### src/hdl/tps_pkg.sv
// Tone pattern sequencer package: widths, step type and pattern ROM.
package tps_pkg;

    localparam int ClkW     = 28;
    localparam int FreqW    = 11;
    localparam int DurW     = 9;
    localparam int WrapW    = 16;
    localparam int ElapsedW = 16;
    localparam int StepW    = 4;
    localparam int PatW     = 4;
    localparam int CodeW    = 8;
    localparam int AddrW    = 6;
    localparam int PatCount = 8;

    localparam logic [ClkW-1:0] ClockReset = ClkW'(125000000);

    typedef struct packed {
        logic [FreqW-1:0] freq;
        logic [DurW-1:0]  dur;
    } t_step;

    localparam logic [AddrW-1:0] PatBase [PatCount] = '{
        6'd0, 6'd6, 6'd10, 6'd14, 6'd16, 6'd18, 6'd24, 6'd28
    };
    localparam logic [StepW:0] PatLen [PatCount] = '{
        5'd6, 5'd4, 5'd4, 5'd2, 5'd2, 5'd6, 5'd4, 5'd10
    };

    function automatic t_step mk(input int f, input int d);
        t_step s;
        s.freq = FreqW'(f);
        s.dur  = DurW'(d);
        return s;
    endfunction

    function automatic t_step step_rom(input logic [AddrW-1:0] addr);
        t_step s;
        case (addr)
            6'd0:    s = mk(1000, 100);
            6'd1:    s = mk(0, 100);
            6'd2:    s = mk(1000, 100);
            6'd3:    s = mk(0, 100);
            6'd4:    s = mk(1000, 100);
            6'd6:    s = mk(800, 150);
            6'd7:    s = mk(0, 50);
            6'd8:    s = mk(1200, 150);
            6'd10:   s = mk(1200, 150);
            6'd11:   s = mk(0, 50);
            6'd12:   s = mk(800, 150);
            6'd14:   s = mk(1500, 80);
            6'd16:   s = mk(400, 500);
            6'd18:   s = mk(523, 80);
            6'd19:   s = mk(0, 30);
            6'd20:   s = mk(659, 80);
            6'd21:   s = mk(0, 30);
            6'd22:   s = mk(784, 80);
            6'd24:   s = mk(2000, 60);
            6'd25:   s = mk(0, 40);
            6'd26:   s = mk(2000, 60);
            6'd28:   s = mk(523, 80);
            6'd29:   s = mk(0, 30);
            6'd30:   s = mk(659, 80);
            6'd31:   s = mk(0, 30);
            6'd32:   s = mk(784, 80);
            6'd33:   s = mk(0, 30);
            6'd34:   s = mk(1047, 80);
            6'd35:   s = mk(0, 30);
            6'd36:   s = mk(784, 80);
            default: s = mk(0, 0);
        endcase
        return s;
    endfunction

    function automatic t_step fetch_step(input logic [PatW-1:0] pat,
                                         input logic [StepW-1:0] idx);
        t_step            s;
        logic [PatW-2:0]  p;
        s = mk(0, 0);
        p = 3'(pat - 4'd1);
        if (pat >= 4'd1 && pat <= 4'd8) begin
            if ({1'b0, idx} < PatLen[p]) begin
                s = step_rom(AddrW'(PatBase[p] + AddrW'(idx)));
            end
        end
        return s;
    endfunction

endpackage

### src/hdl/tone_pattern_sequencer.sv
// Tone pattern sequencer top level: pattern stepping, tone setup and result register.
//
//  channel   dir  handshake                        payload
//  config    in   i_cfg_valid / o_cfg_ready        i_cfg_data: clock_hz
//  items     in   s_axis_tvalid / s_axis_tready    s_axis_tuser: func, s_axis_tdata: pattern
//  results   out  m_axis_tvalid / m_axis_tready    m_axis_tdata: tone fields and step
//
// An item that changes to a sounding tone passes through the bit-serial divider (one
// quotient bit per cycle), the registered completion flag and the wrap load before its
// result is registered; any other item goes straight to the result register.
// The next item can be accepted as soon as the result is presented. A result that is not
// taken holds the next finished item, and with it the input, until the register is free.
// Reset is synchronous and restores clock_hz to 125000000 with the sequencer idle.
module tone_pattern_sequencer
    import tps_pkg::*;
(
    input  logic               i_clk,
    input  logic               i_rst_n,
    input  logic               i_cfg_valid,
    output logic               o_cfg_ready,
    input  logic [ClkW-1:0]    i_cfg_data,      // clock_hz
    input  logic               s_axis_tvalid,
    output logic               s_axis_tready,
    input  logic [CodeW-1:0]   s_axis_tdata,    // pattern
    input  logic               s_axis_tuser,    // func
    output logic               m_axis_tvalid,
    input  logic               m_axis_tready,
    output logic [39:0]        m_axis_tdata     // tone_on, period_wrap, duty_level,
                                                // playing, step_number, zero pad
);

    localparam logic [1:0] StIdle = 2'd0;
    localparam logic [1:0] StDiv  = 2'd1;
    localparam logic [1:0] StDone = 2'd2;

    logic [1:0]          r_state, n_state;
    logic [ClkW-1:0]     r_clock_hz;
    logic [PatW-1:0]     r_pat, n_pat;
    logic [StepW-1:0]    r_step, n_step;
    logic [ElapsedW-1:0] r_elapsed, n_elapsed;
    logic                r_running, n_running;
    logic                r_tone_en, n_tone_en;
    logic [WrapW-1:0]    r_wrap, n_wrap;
    logic                r_out_valid, n_out_valid;
    logic [39:0]         r_out_data, n_out_data;

    logic                w_accept;
    logic                w_div_start;
    logic [FreqW-1:0]    w_freq;
    logic                w_div_done;
    logic [WrapW-1:0]    w_quot;
    logic [ElapsedW-1:0] w_el_inc;
    logic [StepW-1:0]    w_step_inc;
    t_step               w_cur;
    t_step               w_nxt;
    t_step               w_first;

    assign w_accept      = s_axis_tvalid && s_axis_tready;
    assign s_axis_tready = (r_state == StIdle);
    assign o_cfg_ready   = (r_state == StIdle);

    assign w_el_inc   = (r_elapsed == '1) ? r_elapsed : r_elapsed + 1'b1;
    assign w_step_inc = r_step + 1'b1;
    assign w_cur      = fetch_step(r_pat, r_step);
    assign w_nxt      = fetch_step(r_pat, w_step_inc);
    assign w_first    = fetch_step(s_axis_tdata[PatW-1:0], '0);

    always_comb begin
        n_state     = r_state;
        n_pat       = r_pat;
        n_step      = r_step;
        n_elapsed   = r_elapsed;
        n_running   = r_running;
        n_tone_en   = r_tone_en;
        n_wrap      = r_wrap;
        n_out_valid = r_out_valid && !m_axis_tready;
        n_out_data  = r_out_data;
        w_div_start = 1'b0;
        w_freq      = '0;
        unique case (r_state)
            StIdle: begin
                if (w_accept) begin
                    n_state = StDone;
                    if (s_axis_tuser) begin
                        if (s_axis_tdata >= 8'd1 && s_axis_tdata <= 8'd8) begin
                            n_pat       = s_axis_tdata[PatW-1:0];
                            n_step      = '0;
                            n_elapsed   = '0;
                            n_running   = 1'b1;
                            w_freq      = w_first.freq;
                            w_div_start = (w_freq != '0);
                            if (w_freq == '0) begin
                                n_tone_en = 1'b0;
                                n_wrap    = '0;
                            end
                        end
                    end else if (r_running) begin
                        n_elapsed = w_el_inc;
                        if (w_el_inc >= ElapsedW'(w_cur.dur)) begin
                            n_step = w_step_inc;
                            if (w_nxt.freq == '0 && w_nxt.dur == '0) begin
                                n_tone_en = 1'b0;
                                n_wrap    = '0;
                                n_running = 1'b0;
                            end else begin
                                n_elapsed   = '0;
                                w_freq      = w_nxt.freq;
                                w_div_start = (w_freq != '0);
                                if (w_freq == '0) begin
                                    n_tone_en = 1'b0;
                                    n_wrap    = '0;
                                end
                            end
                        end
                    end
                    if (w_div_start) begin
                        n_state = StDiv;
                    end
                end
            end
            StDiv: begin
                if (w_div_done) begin
                    n_tone_en = 1'b1;
                    n_wrap    = w_quot;
                    n_state   = StDone;
                end
            end
            StDone: begin
                if (!r_out_valid || m_axis_tready) begin
                    n_out_valid = 1'b1;
                    n_out_data  = {3'b000, r_step, r_running, r_wrap[WrapW-1:1],
                                   r_wrap, r_tone_en};
                    n_state     = StIdle;
                end
            end
            default: begin
                n_state = StIdle;
            end
        endcase
    end

    always_ff @(posedge i_clk) begin
        if (!i_rst_n) begin
            r_state     <= StIdle;
            r_clock_hz  <= ClockReset;
            r_pat       <= '0;
            r_step      <= '0;
            r_elapsed   <= '0;
            r_running   <= 1'b0;
            r_tone_en   <= 1'b0;
            r_wrap      <= '0;
            r_out_valid <= 1'b0;
        end else begin
            r_state     <= n_state;
            r_pat       <= n_pat;
            r_step      <= n_step;
            r_elapsed   <= n_elapsed;
            r_running   <= n_running;
            r_tone_en   <= n_tone_en;
            r_wrap      <= n_wrap;
            r_out_valid <= n_out_valid;
            if (i_cfg_valid && o_cfg_ready) begin
                r_clock_hz <= i_cfg_data;
            end
        end
        r_out_data <= n_out_data;
    end

    tps_div u_div (
        .i_clk      (i_clk),
        .i_rst_n    (i_rst_n),
        .i_start    (w_div_start),
        .i_dividend (r_clock_hz),
        .i_divisor  (w_freq),
        .o_done     (w_div_done),
        .o_quot     (w_quot)
    );

    assign m_axis_tvalid = r_out_valid;
    assign m_axis_tdata  = r_out_data;

endmodule

### src/hdl/tps_div.sv
// Tone sequencer serial divider: clock rate over frequency, saturated wrap.
module tps_div
    import tps_pkg::*;
(
    input  logic               i_clk,
    input  logic               i_rst_n,
    input  logic               i_start,
    input  logic [ClkW-1:0]    i_dividend,
    input  logic [FreqW-1:0]   i_divisor,
    output logic               o_done,
    output logic [WrapW-1:0]   o_quot
);

    localparam int CntW = $clog2(ClkW);

    logic              r_busy, n_busy;
    logic              r_done, n_done;
    logic [CntW-1:0]   r_cnt, n_cnt;
    logic [FreqW-1:0]  r_rem, n_rem;
    logic [ClkW-1:0]   r_quo, n_quo;
    logic [FreqW-1:0]  r_dvs, n_dvs;
    logic [FreqW:0]    w_part;
    logic [FreqW:0]    w_trial;

    assign w_part  = {r_rem, r_quo[ClkW-1]};
    assign w_trial = w_part - {1'b0, r_dvs};

    always_comb begin
        n_busy = r_busy;
        n_done = 1'b0;
        n_cnt  = r_cnt;
        n_rem  = r_rem;
        n_quo  = r_quo;
        n_dvs  = r_dvs;
        if (i_start) begin
            n_busy = 1'b1;
            n_cnt  = CntW'(ClkW - 1);
            n_rem  = '0;
            n_quo  = i_dividend;
            n_dvs  = i_divisor;
        end else if (r_busy) begin
            if (!w_trial[FreqW]) begin
                n_rem = w_trial[FreqW-1:0];
                n_quo = {r_quo[ClkW-2:0], 1'b1};
            end else begin
                n_rem = w_part[FreqW-1:0];
                n_quo = {r_quo[ClkW-2:0], 1'b0};
            end
            n_cnt = r_cnt - 1'b1;
            if (r_cnt == '0) begin
                n_busy = 1'b0;
                n_done = 1'b1;
            end
        end
    end

    always_ff @(posedge i_clk) begin
        if (!i_rst_n) begin
            r_busy <= 1'b0;
            r_done <= 1'b0;
            r_cnt  <= '0;
        end else begin
            r_busy <= n_busy;
            r_done <= n_done;
            r_cnt  <= n_cnt;
        end
        r_rem <= n_rem;
        r_quo <= n_quo;
        r_dvs <= n_dvs;
    end

    assign o_done = r_done;
    assign o_quot = (r_quo[ClkW-1:WrapW] != '0) ? '1 : r_quo[WrapW-1:0];

endmodule

### config.mk
export PLATFORM = sky130hd
export DESIGN_NAME = tone_pattern_sequencer
export DESIGN_NICKNAME = d
export VERILOG_FILES = /design/src/hdl/tps_pkg.sv /design/src/hdl/tone_pattern_sequencer.sv /design/src/hdl/tps_div.sv
export SDC_FILE = /design/constraint.sdc
export NUM_CORES = 1
export LEC_CHECK = 0
export BUFFER_PORTS_ARGS = -buffer_cell sky130_fd_sc_hd__buf_2
export CAP_MARGIN = 40
export CORE_MARGIN = 5
export CORE_UTILIZATION = 40
export DETAILED_ROUTE_END_ITERATION = 12
export GPL_ROUTABILITY_DRIVEN = 0
export GPL_TIMING_DRIVEN = 0
export PLACE_DENSITY = 0.56
export SLEW_MARGIN = 20
export SYNTH_ARGS = -nofsm -noshare
export SYNTH_HDL_FRONTEND = slang
export SYNTH_SLANG_ARGS = --single-unit
### constraint.sdc
create_clock -name i_clk -period 5 [get_ports i_clk]
set_input_delay 1 -clock i_clk [delete_from_list [all_inputs] [get_ports i_clk]]
set_output_delay 1 -clock i_clk [all_outputs]
set_load 0.05 [all_outputs]
# After elaboration in Yosys (flattened, before gate mapping)
# Memory sizes are Yosys's and may differ from the RTL's.
# Cells that the tools add are included.
# word_totals
ff_bits,167
mem_bits_ro,3824
input_bits,42
output_inout_bits,43
word_cells,173
memories,7
# mem_list
name,words,word_bits,rd,rd_clocked_by_memory_dff,wr,line,source
(no name shown),64,19,1,0,0,tps_pkg.sv:38,case (addr)
(no name shown),64,19,1,0,0,tps_pkg.sv:38,
(no name shown),64,19,1,0,0,tps_pkg.sv:38,
(no name shown),8,6,1,0,0,tps_pkg.sv:82,s = step_rom(AddrW'(PatBase[p] + AddrW'(idx)));
(no name shown),8,6,1,0,0,tps_pkg.sv:82,
(no name shown),8,5,1,0,0,tps_pkg.sv:81,"if ({1'b0, idx} < PatLen[p]) begin"
+1 memories,n/a,n/a,n/a,n/a,n/a,n/a,
# classes
addsub,8
n_lt_le_gt_ge,12
n_eq_ne,12
mux,81
n_bitwise,4
reduce_logical,32
# ops
cell,n
16-bit two-way mux,16
20-bit two-way mux,4
11-bit two-way mux,6
28-bit two-way mux,2
16-bit one-hot mux with 2 select lines,1
1-bit two-way mux,30
5-bit two-way mux,6
6-bit two-way mux,4
11-bit logical NOT,2
11-bit nonzero test,2
9-bit two-way mux,2
"16-bit by 1-bit adder with 16-bit output, second input constant",1
"16-bit equality test, second input constant",1
16-bit by 9-bit >= comparator with 1-bit output,1
4-bit two-way mux,4
6-bit by 4-bit adder with 6-bit output,2
12-bit nonzero test,1
12-bit by 11-bit subtractor with 12-bit output,1
4-bit by 5-bit less-than comparator with 1-bit output,2
9-bit logical NOT,1
"4-bit by 1-bit >= comparator with 1-bit output, second input constant",2
"4-bit >= comparator, second input constant",2
"8-bit by 1-bit >= comparator with 1-bit output, second input constant",1
"4-bit less-or-equal comparator, second input constant",2
30 further kinds,53

# Longest topological paths before layout
# An unclocked memory read counts as a cell.
# depth
depth_word,20
depth_mapped,25
mapped_depth_nobuf,22

# Cells and area by module
# A second synthesis with hierarchy kept.
# hier_totals
cells_unflattened,1067
hier_area_um2,9584.2
# modules_own_cells
mod,instances,cells_per_inst,area_per_inst_um2
tone_pattern_sequencer,1,807,6563.8
tps_div,1,260,3020.4

# Worst setup path after synthesis
# OpenSTA, ideal clock, no wires.
# synth_timing
path_kind,flip-flop to flip-flop
startpoint,reg r_pat[0]
endpoint,"reg u_div.r_quo[0], enable pin"
arrival_ns,4.974
t_required_ns,4.616
path_slack_ns,-0.358
stages_incl_launch_ff,23
n_path_buf,3
path_cell_list,dfxtp_1 > inv_1 > ha_1 > xor2_4 > nand2_1 > o21ai_0 > inv_1 > fa_1 > xor2_1 > clkbuf_1 > nand4_1 > a21o_1 > a21oi_1 > ha_1 > nand2b_1 > mux2_1 > a31oi_1 > nor4_2 > nand2b_1 > buf_2 > o21ai_2 > buf_6 > a21o_1
# synth_via
elab_chain_len,20
elab_cells_between_ends,35
classes_between,add/sub: 3; order compare: 5; mux: 16; bitwise: 1; reduce/logical: 6; memory: 4
# synth_lines
item,line,source
from (decl),tone_pattern_sequencer.sv:38,"logic [PatW-1:0] r_pat, n_pat;"
from (signal assigned),tone_pattern_sequencer.sv:155,r_pat <= n_pat;
branches (longest 12 deep; another with memory read 64 x 19 bit),n/a,
1-bit two-way mux (*),tone_pattern_sequencer.sv:99,if (w_el_inc >= ElapsedW'(w_cur.dur)) begin
1-bit two-way mux (*),tone_pattern_sequencer.sv:97,end else if (r_running) begin
1-bit two-way mux (*),tone_pattern_sequencer.sv:84,if (s_axis_tuser) begin
1-bit two-way mux (*),tone_pattern_sequencer.sv:82,if (w_accept) begin
1-bit two-way mux (*),tone_pattern_sequencer.sv:80,unique case (r_state)
1-bit two-way mux (*),tone_pattern_sequencer.sv:82,
1-bit two-way mux (*),tone_pattern_sequencer.sv:80,
2-bit nonzero test (no source line) (*),n/a,
to (signal assigned),tps_div.sv:68,r_quo <= n_quo;
to (decl),tps_div.sv:20,"logic [ClkW-1:0] r_quo, n_quo;"
# Mark *: on every way between the ends. The select of a mux whose other input is x is not followed.
# A chain may end at the register's enable or synchronous reset.

# Final worst setup path
# layout_timing
startpoint,reg r_pat[0]
endpoint,"reg u_div.r_quo[26], enable pin"
# The elaborated chain is that of the path after synthesis.

==> impl_metrics.csv <==
group,metric,value,unit
power_and_ir_drop,leakagePower,4.801,nW
cts,insertion_delay,0.43,ns
floorplanning,initial_core_util,40.79,%
drt,wirelength,30530,um
place,placement.io_buffers,81,
logic_synthesis,synthCells,1205,
power_and_ir_drop,peakVddDrop,0.1877,mV
cts,hold_buffers,0,
place,hpwl,22260,um
setup_path,worst-setup-path-type,"flop to flop",
timing,clock_skew,0.01532,ns
floorplanning,coreArea,25250,sq um
cells_and_area,antenna_cells,0,
timing,setup_ws,0.1681,ns
global_routing,grt_use_total,20.69,%
drt,dr.pass1.iters,5,
logic_synthesis,synth_seq_cells,151,
cells_and_area,layout-drive-gt1-share,19.41,%
setup_path,cp-start-kind,"flop",
cells_and_area,multi_input_area,6262,sq um
timing,max-slew-margin-rel,48.70,%
global_routing,grt_first_pass_wirelength,48580,um
cells_and_area,fin_cells,1675,
global_routing,grt-ovfl-total,0,
place,dp_cells,1619,
cells_and_area,seqCellArea,3630,sq um
timing,period_minus_slack,4.832,ns
global_routing,antenna_found_initial,0,
setup_path,cp.required,5.18,ns
cts,cts.htree.levels,4,
timing,hold_slack,0.4652,ns
logic_synthesis,synth_area_per_cell,8.549,sq um
logic_synthesis,synth_area_leaders,"dfxtp_1, edfxtp_1, ha_1",
cts,clock_sinks,151,
global_routing,first_global_vias,8964,
setup_path,crit_path_end,"u_div.r_quo[26]",
floorplanning,std_cell_rows,58,
setup_path,crit_fanout,11,
cts,numCtsBuffers,17,
drt,drtAntennaViolNets,0,
setup_path,r2r_slack,0.17,ns
drt,vias,9613,
cells_and_area,syn_to_final_growth,18.86,%
run_status,status,"completed",
logic_synthesis,ys_async_sr_fraction,0,%
logic_synthesis,yosysTopAreaCell,"dfxtp_1",
setup_path,r2r-end,"u_div.r_quo[26]",
global_routing,grt_max_degree,19,
floorplanning,die_area,29060,sq um
logic_synthesis,synth.most_common_cell,"nand2_1",
cells_and_area,final_area,12240,sq um
timing,worst_slew_pin_slew,0.7654,ns
timing,tns,0,ns
cells_and_area,num-fill-cells,2498,
timing,hold_viol_final,0,
drt,remaining_drc_errors,0,
logic_synthesis,synth.distinct_cells,87,
power_and_ir_drop,power.total,3.143,mW
floorplanning,fp.dieH,170.5,um
place,dp_slack,-1.035,ns
timing,fmax,207.0,MHz
logic_synthesis,ys_seq_area_share,35.18,%
timing,fin_crit_sh,96.64,%
drt,drt-initial-drc-count,858,
logic_synthesis,synth_edf_count,60,
setup_path,crit_start,"r_pat[0]",
floorplanning,chipWidth,170.5,um
logic_synthesis,synth_top_area_share,17.68,%
cts,cts.clk_slew.worst_paths,0.07,ns
cells_and_area,fin_util,48.48,%
place,dpl-instance-area,11200,sq um
setup_path,cp.arrival,5.01,ns
setup_path,reg2reg_from,"r_pat[0]",
cts,cts_tree,"yes",
drt,routedWlPerCell,18.23,um
power_and_ir_drop,power-per-cell-area,256.7,nW/um^2
setup_path,reg2reg_depth,26,
logic_synthesis,syn-cell-area,10300,sq um
cts,clockBufferDepth,2,
run,cap_violations,0,
setup_path,end_kind,"flop",
cells_and_area,fin_nets,1437,
logic_synthesis,yosys_warnings,0,
floorplanning,boundaryPins,85,
logic_synthesis,ys_top_cells_by_count,"nand2_1, a21oi_1, dfxtp_1",
drt,vias_per_cell,5.739,
logic_synthesis,synth-main-ff-cell,"dfxtp_1",
min_path,min_path_type,"flop to flop",
timing,maxSlewViolCount,0,
cts,root_buffer,"clkbuf_16",
timing,setup_violations,0,
-- timing repair --
action	CTS	global route
setup buffers	4	14
cloned	3	0
pin swaps	5	16
setup endpoints to repair	134	126
gates resized for setup	23	43
-- cells by family after synthesis --
| kind of cell | Yosys count | share of synthesized area [%] |
|---|---|---|
| other cells | 1 | 0.03640 |
| mux | 25 | 2.623 |
| simple gates | 447 | 22.25 |
| compound gates | 341 | 22.28 |
| fa+ha+maj | 65 | 8.065 |
| buf+inv | 142 | 6.401 |
| xor+xnor | 33 | 3.170 |
| flops | 151 | 35.18 |
-- placed cells by master (no fill, tap or decap), types with 8 or more instances in the layout --
master / synthesis / layout
edfxtp_1: 60 / 60
nand2b_1: 11 / 10
nand2_1: 127 / 126
nand4_1: 40 / 40
buf_4: 23 / 36
buf_2: 13 / 94
clkbuf_1: 54 / 48
nor3_1: 14 / 13
mux2i_1: 18 / 18
xor2_1: 11 / 10
nor2_1: 73 / 70
inv_1: 40 / 37
nand3_1: 79 / 79
xnor2_1: 20 / 18
o211ai_1: 33 / 33
and3_1: 41 / 41
o22ai_1: 8 / 8
o21a_1: 23 / 23
a21oi_1: 93 / 88
o21ai_0: 62 / 59
or3_1: 10 / 10
dfxtp_1: 91 / 88
clkbuf_16: 0 / 17
nor2b_1: 8 / 8
ha_1: 60 / 59
a211oi_1: 8 / 8
o31ai_1: 8 / 8
a31oi_1: 26 / 25
-- sequential cells by signal, summed over array words and instances, names as in the netlist, 2 cells and up --
name and count:
r_clock_hz 28, u_div.r_quo 28, m_axis_tdata 22, r_elapsed 16, r_wrap 16, u_div.r_rem 11, u_div.r_dvs 10, u_div.r_cnt 5
r_pat 4, r_step 4, r_state 2
-- routing by layer --
| layer | vias up | wire length [um] | GRT usage [%] |
|---|---|---|---|
| met4 | 0 | 533 | 5.729 |
| li1 | 4758 | - | - |
| met3 | 26 | 1398 | 2.625 |
| met2 | 267 | 13840 | 32.00 |
| met1 | 4562 | 14760 | 30.42 |
| met5 | - | 0 | 0 |
-- worst min-delay path by stage --
stage | to | slack (ns) | from | cells after the start
4_1_cts | m_axis_tdata[28] | 0.47 | r_wrap[12] | 0
6_report | m_axis_tdata[28] | 0.47 | r_wrap[12] | 0
3_3_place_gp | m_axis_tdata[25] | 0.45 | r_wrap[9] | 0
3_5_place_dp | m_axis_tdata[28] | 0.45 | r_wrap[12] | 0
5_1_grt | m_axis_tdata[29] | 0.49 | r_wrap[13] | 0
2_1_floorplan | m_axis_tdata[32] | 0.42 | r_running | 0
-- report_power, final --
part	switching (mW)	leakage (nW)	internal, mW	total (mW)
sequential	0.0357	1.26	1.32	1.35
clock	0.632	0.293	0.677	1.31
combinational	0.305	3.24	0.176	0.481
total	0.972	4.80	2.17	3.14
-- final cells by class --
| cell class | instances | area share, % |
|---|---|---|
| buffer | 99 | 4.445 |
| clock buffer | 17 | 3.474 |
| clock inverter | 15 | 1.441 |
| inverter | 43 | 1.349 |
| multi-input combinational | 917 | 51.14 |
| sequential | 151 | 29.64 |
| tap | 330 | 3.372 |
| timing repair buffer | 103 | 5.130 |
-- critical path: stages, from the launching register on --
cell and delay [ns]:
dfxtp_4 0.36, inv_2 0.07, ha_4 0.17, xor2_4 0.23, nand2_2 0.12, o21ai_4 0.09
inv_2 0.08, fa_2 0.40, buf_4 0.17, xnor2_4 0.17, clkbuf_2 0.16, o21ai_0 0.15
nand2_1 0.07, o31ai_1 0.07, nand2_1 0.09, ha_1 0.29, a21o_1 0.18, a21o_1 0.19
a21oi_2 0.14, o211ai_1 0.11, nor4_2 0.31, buf_4 0.18, nand2b_4 0.12, buf_8 0.13
o21ai_4 0.09, buf_12 0.17, a21o_4 0.26
Power figures use the tool's default switching activity.
